`config.mk`:
```
export PLATFORM = sky130hd
export DESIGN_NAME = indexed_list_store_top
export DESIGN_NICKNAME = d
export VERILOG_FILES = /design/src/hdl/ils_pkg.sv /design/src/hdl/ils_engine.sv /design/src/hdl/indexed_list_store_top.sv
export SDC_FILE = /design/constraint.sdc
export NUM_CORES = 1
export LEC_CHECK = 0
export BUFFER_PORTS_ARGS = -buffer_cell sky130_fd_sc_hd__buf_2
export CAP_MARGIN = 20
export CORE_MARGIN = 2
export CORE_UTILIZATION = 55
export DETAILED_ROUTE_END_ITERATION = 16
export PLACE_DENSITY = 0.75
export SLEW_MARGIN = 20
export SYNTH_ARGS = -nofsm -noshare
export SYNTH_HDL_FRONTEND = slang
export SYNTH_SLANG_ARGS = --single-unit
```
`constraint.sdc`:
```
create_clock -name clock -period 7.35 [get_ports clock]
set_input_delay 1.47 -clock clock [delete_from_list [all_inputs] [get_ports clock]]
set_output_delay 1.47 -clock clock [all_outputs]
set_load 0.05 [all_outputs]
```
`src/hdl/ils_pkg.sv`:
```
// ils_pkg: shared constants, operation and status codes and transaction
// structs for the indexed list store. No dependencies.
`timescale 1ns / 1ps

package ils_pkg;

   localparam int DEPTH      = 16;
   localparam int WORD_WIDTH = 32;
   localparam int IDX_W      = $clog2(DEPTH);
   localparam int CNT_W      = $clog2(DEPTH + 1);

   // fixed widths of the transaction fields
   localparam int OP_W       = 3;
   localparam int POS_W      = 5;
   localparam int WORD_W     = 32;
   localparam int STATUS_W   = 2;
   localparam int MATCH_W    = 5;
   localparam int FILL_W     = 5;

   localparam logic [OP_W-1:0] OP_APPEND    = 3'd0;
   localparam logic [OP_W-1:0] OP_DROP      = 3'd1;
   localparam logic [OP_W-1:0] OP_INSERT    = 3'd2;
   localparam logic [OP_W-1:0] OP_REMOVE    = 3'd3;
   localparam logic [OP_W-1:0] OP_READ      = 3'd4;
   localparam logic [OP_W-1:0] OP_OVERWRITE = 3'd5;
   localparam logic [OP_W-1:0] OP_FIND      = 3'd6;
   localparam logic [OP_W-1:0] OP_CLEAR     = 3'd7;

   localparam logic [STATUS_W-1:0] ST_OK    = 2'd0;
   localparam logic [STATUS_W-1:0] ST_RANGE = 2'd1;
   localparam logic [STATUS_W-1:0] ST_FULL  = 2'd2;

   typedef struct packed {
      logic [OP_W-1:0]   op;
      logic [POS_W-1:0]  position;
      logic [WORD_W-1:0] word;
   } request_type;

   typedef struct packed {
      logic [STATUS_W-1:0] status;
      logic [WORD_W-1:0]   read_word;
      logic [MATCH_W-1:0]  match_index;
      logic [FILL_W-1:0]   fill_count;
      logic                list_empty;
   } result_type;

endpackage

```
`src/hdl/ils_engine.sv`:
```
// ils_engine: element memory, fill count and the sequencer that walks the
// memory for shifts and searches. Depends on ils_pkg.
`timescale 1ns / 1ps

module ils_engine
   import ils_pkg::*;
(
   input  logic        clock,
   input  logic        reset,
   input  logic        req_valid,
   output logic        req_ready,
   input  request_type req,
   output logic        res_valid,
   input  logic        res_ready,
   output result_type  res
);

   localparam logic [2:0] S_IDLE  = 3'd0;
   localparam logic [2:0] S_READ  = 3'd1;
   localparam logic [2:0] S_SHIFT = 3'd2;
   localparam logic [2:0] S_FIND  = 3'd3;
   localparam logic [2:0] S_DONE  = 3'd4;

   logic [2:0]            state_ff, state_in;
   logic [CNT_W-1:0]      count_ff, count_in;
   logic [IDX_W-1:0]      rd_idx_ff, rd_idx_in;
   logic [IDX_W-1:0]      last_idx_ff, last_idx_in;
   logic [IDX_W-1:0]      wr_idx_ff, wr_idx_in;
   logic [IDX_W-1:0]      pos_ff, pos_in;
   logic                  up_ff, up_in;
   logic                  issue_ff, issue_in;
   logic                  pend_ff, pend_in;
   logic [WORD_WIDTH-1:0] word_ff, word_in;
   logic [STATUS_W-1:0]   status_ff, status_in;
   logic [WORD_W-1:0]     rword_ff, rword_in;
   logic [MATCH_W-1:0]    match_ff, match_in;

   logic [WORD_WIDTH-1:0] mem [DEPTH];
   logic [WORD_WIDTH-1:0] rdata_ff;
   logic                  we;
   logic [IDX_W-1:0]      waddr;
   logic [WORD_WIDTH-1:0] wdata;
   logic [IDX_W-1:0]      raddr;

   logic                  full;
   logic                  pos_gt_cnt;
   logic                  pos_ge_cnt;
   logic [IDX_W-1:0]      cnt_m1;

   assign full       = (count_ff == CNT_W'(DEPTH));
   assign pos_gt_cnt = (32'(req.position) > 32'(count_ff));
   assign pos_ge_cnt = (32'(req.position) >= 32'(count_ff));
   assign cnt_m1     = IDX_W'(count_ff - 1'b1);

   assign req_ready = (state_ff == S_IDLE) && !reset;
   assign res_valid = (state_ff == S_DONE);

   always_comb begin
      res.status      = status_ff;
      res.read_word   = rword_ff;
      res.match_index = match_ff;
      res.fill_count  = FILL_W'(count_ff);
      res.list_empty  = (count_ff == '0);
   end

   always_comb begin
      state_in    = state_ff;
      count_in    = count_ff;
      rd_idx_in   = rd_idx_ff;
      last_idx_in = last_idx_ff;
      wr_idx_in   = wr_idx_ff;
      pos_in      = pos_ff;
      up_in       = up_ff;
      issue_in    = issue_ff;
      pend_in     = pend_ff;
      word_in     = word_ff;
      status_in   = status_ff;
      rword_in    = rword_ff;
      match_in    = match_ff;
      we          = 1'b0;
      waddr       = wr_idx_ff;
      wdata       = rdata_ff;
      raddr       = rd_idx_ff;

      unique case (state_ff)
         S_IDLE: begin
            raddr = req.position[IDX_W-1:0];
            if (req_valid) begin
               word_in   = WORD_WIDTH'(req.word);
               pos_in    = req.position[IDX_W-1:0];
               status_in = ST_OK;
               rword_in  = '0;
               match_in  = '0;
               state_in  = S_DONE;
               issue_in  = 1'b1;
               pend_in   = 1'b0;
               unique case (req.op)
                  OP_APPEND: begin
                     if (full) begin
                        status_in = ST_FULL;
                     end else begin
                        we       = 1'b1;
                        waddr    = count_ff[IDX_W-1:0];
                        wdata    = WORD_WIDTH'(req.word);
                        count_in = count_ff + 1'b1;
                     end
                  end
                  OP_DROP: begin
                     if (count_ff == '0) begin
                        status_in = ST_RANGE;
                     end else begin
                        count_in = count_ff - 1'b1;
                     end
                  end
                  OP_INSERT: begin
                     if (pos_gt_cnt) begin
                        status_in = ST_RANGE;
                     end else if (full) begin
                        status_in = ST_FULL;
                     end else begin
                        count_in = count_ff + 1'b1;
                        if (32'(req.position) == 32'(count_ff)) begin
                           we    = 1'b1;
                           waddr = req.position[IDX_W-1:0];
                           wdata = WORD_WIDTH'(req.word);
                        end else begin
                           // walk from the tail down, moving each entry up one
                           up_in       = 1'b1;
                           rd_idx_in   = cnt_m1;
                           last_idx_in = req.position[IDX_W-1:0];
                           state_in    = S_SHIFT;
                        end
                     end
                  end
                  OP_REMOVE: begin
                     if (pos_ge_cnt) begin
                        status_in = ST_RANGE;
                     end else begin
                        count_in = count_ff - 1'b1;
                        if (req.position[IDX_W-1:0] != cnt_m1) begin
                           up_in       = 1'b0;
                           rd_idx_in   = IDX_W'(req.position[IDX_W-1:0] + 1'b1);
                           last_idx_in = cnt_m1;
                           state_in    = S_SHIFT;
                        end
                     end
                  end
                  OP_READ: begin
                     if (pos_ge_cnt) begin
                        status_in = ST_RANGE;
                     end else begin
                        state_in = S_READ;
                     end
                  end
                  OP_OVERWRITE: begin
                     if (pos_ge_cnt) begin
                        status_in = ST_RANGE;
                     end else begin
                        we    = 1'b1;
                        waddr = req.position[IDX_W-1:0];
                        wdata = WORD_WIDTH'(req.word);
                     end
                  end
                  OP_FIND: begin
                     if (count_ff != '0) begin
                        rd_idx_in   = '0;
                        last_idx_in = cnt_m1;
                        state_in    = S_FIND;
                     end
                  end
                  default: begin
                     count_in = '0;
                  end
               endcase
            end
         end
         S_READ: begin
            rword_in = WORD_W'(rdata_ff);
            state_in = S_DONE;
         end
         S_SHIFT: begin
            // read one entry per cycle, write it to its new place in the next cycle
            if (pend_ff) begin
               we    = 1'b1;
               waddr = wr_idx_ff;
               wdata = rdata_ff;
            end
            if (issue_ff) begin
               pend_in   = 1'b1;
               wr_idx_in = up_ff ? IDX_W'(rd_idx_ff + 1'b1) : IDX_W'(rd_idx_ff - 1'b1);
               if (rd_idx_ff == last_idx_ff) begin
                  issue_in = 1'b0;
               end else begin
                  rd_idx_in = up_ff ? IDX_W'(rd_idx_ff - 1'b1) : IDX_W'(rd_idx_ff + 1'b1);
               end
            end else begin
               pend_in = 1'b0;
               if (!pend_ff) begin
                  // pipeline drained; an insert still places its new word
                  if (up_ff) begin
                     we    = 1'b1;
                     waddr = pos_ff;
                     wdata = word_ff;
                  end
                  state_in = S_DONE;
               end
            end
         end
         S_FIND: begin
            if (issue_ff) begin
               pend_in   = 1'b1;
               wr_idx_in = rd_idx_ff;
               if (rd_idx_ff == last_idx_ff) begin
                  issue_in = 1'b0;
               end else begin
                  rd_idx_in = IDX_W'(rd_idx_ff + 1'b1);
               end
            end else begin
               pend_in = 1'b0;
            end
            if (pend_ff && (rdata_ff == word_ff)) begin
               match_in = MATCH_W'(wr_idx_ff);
               state_in = S_DONE;
            end else if (!issue_ff && !pend_ff) begin
               match_in = MATCH_W'(count_ff);
               state_in = S_DONE;
            end
         end
         S_DONE: begin
            if (res_ready) begin
               state_in = S_IDLE;
            end
         end
         default: begin
            state_in = S_IDLE;
         end
      endcase
   end

   always_ff @(posedge clock) begin
      if (reset) begin
         state_ff <= S_IDLE;
         count_ff <= '0;
      end else begin
         state_ff <= state_in;
         count_ff <= count_in;
      end
   end

   always_ff @(posedge clock) begin
      rd_idx_ff   <= rd_idx_in;
      last_idx_ff <= last_idx_in;
      wr_idx_ff   <= wr_idx_in;
      pos_ff      <= pos_in;
      up_ff       <= up_in;
      issue_ff    <= issue_in;
      pend_ff     <= pend_in;
      word_ff     <= word_in;
      status_ff   <= status_in;
      rword_ff    <= rword_in;
      match_ff    <= match_in;
   end

   always_ff @(posedge clock) begin
      if (we) begin
         mem[waddr] <= wdata;
      end
      rdata_ff <= mem[raddr];
   end

endmodule

```
`src/hdl/indexed_list_store_top.sv`:
```
// indexed_list_store_top: stream ports, result register and checks around
// the list engine. Depends on ils_pkg and ils_engine.
//
//   channel  dir  handshake              payload
//   req      in   req_tvalid/req_tready  tuser op, tdata position and word
//   rsp      out  rsp_tvalid/rsp_tready  tuser status, tdata result fields
//
// one transaction at a time; append, drop, overwrite, clear, a rejected
// request and a tail insert or remove finish without a memory walk, a read
// waits for the memory read, remove and insert walk the entries between the
// position and the tail, find walks up to count entries; the single memory read port walks one entry a cycle.
// reset clears the fill count but not the element memory.
// a stalled result sits in the output register while the next one is built.
`timescale 1ns / 1ps

module indexed_list_store_top
   import ils_pkg::*;
(
   input  logic        clock,
   input  logic        reset,
   input  logic        req_tvalid,
   output logic        req_tready,
   input  logic [2:0]  req_tuser,   // op
   input  logic [39:0] req_tdata,   // position, word
   output logic        rsp_tvalid,
   input  logic        rsp_tready,
   output logic [1:0]  rsp_tuser,   // status
   output logic [47:0] rsp_tdata    // read_word, match_index, fill_count, list_empty
);

   request_type req;
   result_type  eng_res;
   logic        eng_valid;
   logic        eng_ready;
   logic        rsp_valid_ff, rsp_valid_in;
   result_type  rsp_data_ff, rsp_data_in;

   always_comb begin
      req.op       = req_tuser[OP_W-1:0];
      req.position = req_tdata[POS_W-1:0];
      req.word     = req_tdata[POS_W+WORD_W-1:POS_W];
   end

   ils_engine u_engine (
      .clock     (clock),
      .reset     (reset),
      .req_valid (req_tvalid),
      .req_ready (req_tready),
      .req       (req),
      .res_valid (eng_valid),
      .res_ready (eng_ready),
      .res       (eng_res)
   );

   assign eng_ready = !rsp_valid_ff || rsp_tready;

   always_comb begin
      rsp_valid_in = rsp_valid_ff;
      rsp_data_in  = rsp_data_ff;
      if (eng_ready) begin
         rsp_valid_in = eng_valid;
         if (eng_valid) begin
            rsp_data_in = eng_res;
         end
      end
   end

   always_ff @(posedge clock) begin
      if (reset) begin
         rsp_valid_ff <= 1'b0;
      end else begin
         rsp_valid_ff <= rsp_valid_in;
      end
   end

   always_ff @(posedge clock) begin
      rsp_data_ff <= rsp_data_in;
   end

   assign rsp_tvalid = rsp_valid_ff;
   assign rsp_tuser  = rsp_data_ff.status;
   assign rsp_tdata  = {5'd0, rsp_data_ff.list_empty, rsp_data_ff.fill_count,
                        rsp_data_ff.match_index, rsp_data_ff.read_word};

`ifndef NO_ASSERTIONS
   // a full status only comes back with a full store
   assert property (@(posedge clock) disable iff (reset)
      (rsp_tvalid && (rsp_data_ff.status == ST_FULL))
         |-> (32'(rsp_data_ff.fill_count) == DEPTH))
      else $error("full status with store not full");

   // a found index never lies beyond the fill count
   assert property (@(posedge clock) disable iff (reset)
      rsp_tvalid |-> (rsp_data_ff.match_index <= rsp_data_ff.fill_count))
      else $error("match index beyond fill count");

   // the engine holds one request at a time
   assert property (@(posedge clock) disable iff (reset)
      (req_tvalid && req_tready) |=> !req_tready)
      else $error("request taken while engine busy");

   // a rejected request reads back no data
   assert property (@(posedge clock) disable iff (reset)
      (rsp_tvalid && (rsp_data_ff.status != ST_OK)) |-> (rsp_data_ff.read_word == '0))
      else $error("read data on a rejected request");
`endif

endmodule

```
==> run summary <==
The run finished with clean final reports. The average wire per standard cell came out at about 28 um. The net switching component of the power came out at 0.002430 W. Across the run, the number of max-cap violations was 0. The tightest hold path in the finished design has a slack of just over 400 ps. The hold violation count in the final report came to 0. Setup violations remaining at the end of the flow were counted as 0. The number of DRC violations after detailed routing is 0. In this run the critical register-to-register path is launched from u_engine.count_ff[3]. The simple-gate share of the synthesized area is 4.245%. Summing internal, switching and leakage power gives 0.009551 W.

The maximum clock skew at final layout is approximately 17 ps. The worst-case headroom to the max-slew limit is 25.89%. The mux cell area share after synthesis came out at 11.22%. The cell area after synthesis is 26970 um2. The mean instance size in the synthesized netlist came out at 19.19 um2.

The internal power of the cells totals around 0.0071 W. In the global route stage, overall resource usage came out at 24.99%. The sum of routed wire length over all layers came out at 61.86 mm. The count of synthesis-stage warnings from yosys is 0. For the pin with the worst max-slew slack, the measured transition is 1112 ps. After clock tree synthesis, the clock-pin slew on the worst setup and hold paths is 60 ps. The post-route fraction of the period consumed by the critical path came out at 67.56%.

The starting density of the core is 55.43%. The via count of the first global-routing pass is 14140. The critical path is of the in2reg type. The required arrival time at the worst endpoint came out at 7560 ps. The power density of the placed cells came out at between 300 and 400 nW/um2. The total count of max-transition violations in the final report came to 0. The die is 225.4 um tall. Ranked by total cell area, the synthesized netlist is headed by edfxtp_1 72%, mux4_2 11%, dfxtp_1 3.0%. For the worst-skew pair, the clock arrives at the later sink with an insertion delay of 590 ps. The launch point of the critical path is req_tdata[2]. The cell sitting at the root of the clock tree is a clkbuf_16. In the routed layout, each cell is associated on average with a via count of 6.426.

The placed wire-length estimate is 32.82 mm. The synthesized netlist devotes 5.563% of its cell area to compound gates. Summing the sequential cell areas from Yosys gives 75.09% of the chip area. TritonCTS built the clock tree. The count of fill cells added during filler insertion came out at 3292. In the post-synthesis netlist, the cell with the most instances is edfxtp_1.

Per report_power, the sequential group accounts for 51.3% of the total. The maximum VDD drop is roughly 260 uV. Summing all placed instances gives a cell area of 28370 um2. After routing the design area is 30550 um2. The synthesized netlist contains 68 unique library cells. The floorplan step defined a die boundary enclosing 50820 um2. The number of iterations in the first detailed-routing pass is 5.

Setup repair after global routing left no endpoint under its margin. The TritonCTS sink count is 688. The cell taking the most area after synthesis is edfxtp_1. STA classifies the critical path startpoint as a primary input. The post-route netlist has 25.13% of its cells at a drive strength greater than 1. The worst-case setup margin in the final layout is 2385 ps. After Yosys synthesis, full adders, half adders and majority gates account for 0.5104% of the synthesized area.

Counting the buffers created by CTS gives 67. The count of antenna-violating nets left after detailed routing came out at 0. The post-synthesis xor/xnor area fraction is 1.740%. In the synthesized netlist the dominant register cell turns out to be edfxtp_1. The synthesized design devotes to its leading area cell type a little over 70% of total area. The global-route congestion overflow total is 0.

The worst setup path is captured at a flip-flop. The class of the most critical hold timing path is reg2reg. After the first detailed-routing iteration, the DRC count stood at about 1800. The top achievable clock speed came out at between 200 and 250 MHz. The initial antenna violation count is 4.

In this run switching power makes up 25.44% of total power. By area, the combinational part of the netlist is dominated by multiplexers. The cell count after synthesis is 1405. In this run the post-CTS setup repair buffer count came out at 0. The count of buffers from port buffering is 90. The chip width is 225.4 um. The startpoint identified for the worst hold timing path is u_engine.rword_ff[19]. The maximum fanout encountered on the critical timing path is 26. Entering global routing, the biggest net connects 103 pins. Summing over every cut layer, the via total after detailed routing is ~14000. The top-level port count came out at 99. The logic gate share of total power is 14.2%.

The global-route wire length before repair came out at 91.56 mm. The pre-CTS setup slack came out at between 1500 and 2000 ps. Compared with the post-synthesis result, the final layout area differs by 13.27%. The arrival time at the worst endpoint is between 5000 and 6000 ps.

The cell leakage power came out at ~10 nW. The count of flip-flops with a built-in enable after synthesis is 647. The H-tree was split into 3 levels. The post-CTS resize count is 0. The register bit count reported by yosys came out at 688.

The proportion of synthesized flip-flops having asynchronous set or reset came out at 0%. The number of hold buffers added after CTS came out at 0. The maximum root-to-sink buffer count is 3. The weighted congestion at the end of routability-driven global placement came out at 0.9229.

The number of cell rows is between 80 and 90. The portion of total power attributed to the clock network is 34.5%. The commonest cells after synthesis are 647 x edfxtp_1, 128 x mux4_2, 94 x a22oi_1. The final critical path time including I/O delays and setup is 4965 ps. In this run the standard cell core region covers 48650 um2. The net total in the final layout is ~1600.
[routing by layer]
| metal | wire length, um | track usage (%) | vias to the layer above |
|---|---|---|---|
| li1 | - | - | 5986 |
| met1 | 25330 | 35.62 | 7311 |
| met2 | 30070 | 40.32 | 674 |
| met3 | 5012 | 4.055 | 104 |
| met4 | 1421 | 7.584 | 4 |
| met5 | 27 | 0 | - |
[worst max-delay path, stage by stage]
cell	delay [ps]
buf_2	190
ha_1	350
and4_1	210
a21boi_0	150
o32ai_1	570
a21oi_1	200
a211o_1	670
nor4b_4	750
buf_4	590
[registers in the layout, summed over array words and instances (netlist names), 4 cells and up]
signal,cells
rsp_tdata,43
u_engine.pos_ff,4
u_engine.count_ff,5
u_engine.match_ff,5
u_engine.rdata_ff,32
u_engine.wr_idx_ff,4
u_engine.last_idx_ff,4
u_engine.mem,512
u_engine.rd_idx_ff,4
u_engine.word_ff,32
u_engine.rword_ff,32
[metrics by stage]
stage / setup TNS (ps) / cells / util (%)
2_1_floorplan: -3716 / 1409 / -
3_3_place_gp: 0 / 2068 / 58.27
3_5_place_dp: 0 / 2069 / 58.33
4_1_cts: 0 / 2188 / 62.62
5_1_grt: 0 / 2190 / 62.79
6_report: 0 / 2191 / 62.79
[final timing paths]
| path | end | slack [ps] | cells after the start |
|---|---|---|---|
| worst min register to register | rsp_tdata[19] | 410 | 0 |
| worst max register to register | u_engine.mem[5][13] | 2660 | 9 |
| worst min-delay path | rsp_tdata[19] | 410 | 0 |
| worst max-delay path | u_engine.mem[5][13] | 2380 | 9 |
[final cells by class]
cell class / instances / area (um2) / share of cell area (%)
inverters: 17 / 63.81 / 0.2089
well taps: 622 / 778.2 / 2.548
multi-input cells: 620 / 6600 / 21.61
diodes: 1 / 2.502 / 0.008192
clock buffers: 90 / 1824 / 5.972
clock inverters: 29 / 265.3 / 0.8684
flip-flops and latches: 688 / 20250 / 66.29
repair buffers: 124 / 763.2 / 2.499
[cell families (layout without fill, tap and decap cells)]
family,Yosys count,count (layout)
flops,688,688
simple gates,210,210
compound gates,200,200
mux,142,142
buf+inv,101,260
xor+xnor,52,52
fa+ha+maj,11,11
other cells,1,6
[power by group through the flow]
stage / sequential, W / combinational [W] / clock, W
4_1_cts: 0.00490 / 0.00135 / 0.00333
5_1_grt: 0.00492 / 0.00146 / 0.00347
6_report: 0.00490 / 0.00136 / 0.00329
3_5_place_dp: 0.00498 / 0.00133 / 0
2_1_floorplan: 0.00501 / 0.000850 / 0
3_3_place_gp: 0.00498 / 0.00129 / 0
[placed cells by master (no fill, tap or decap), drive strengths merged, types with 5 or more instances in the layout]
cell type    n
edfxtp     647
mux4       128
buf        124
a22oi       94
clkbuf      90
nand2       60
dfxtp       41
xor2        39
and2        37
nor2        31
o2bb2ai     30
clkinv      21
inv         19
o21ai       17
a21oi       16
nor4        13
xnor2       12
ha          11
nor3        11
mux2i       11
nand3       10
and3         7
nor4b        7
nor4bb       6
or3          5
nor2b        5
a32o         5
conb         5
(Power assumes the default switching activity.)
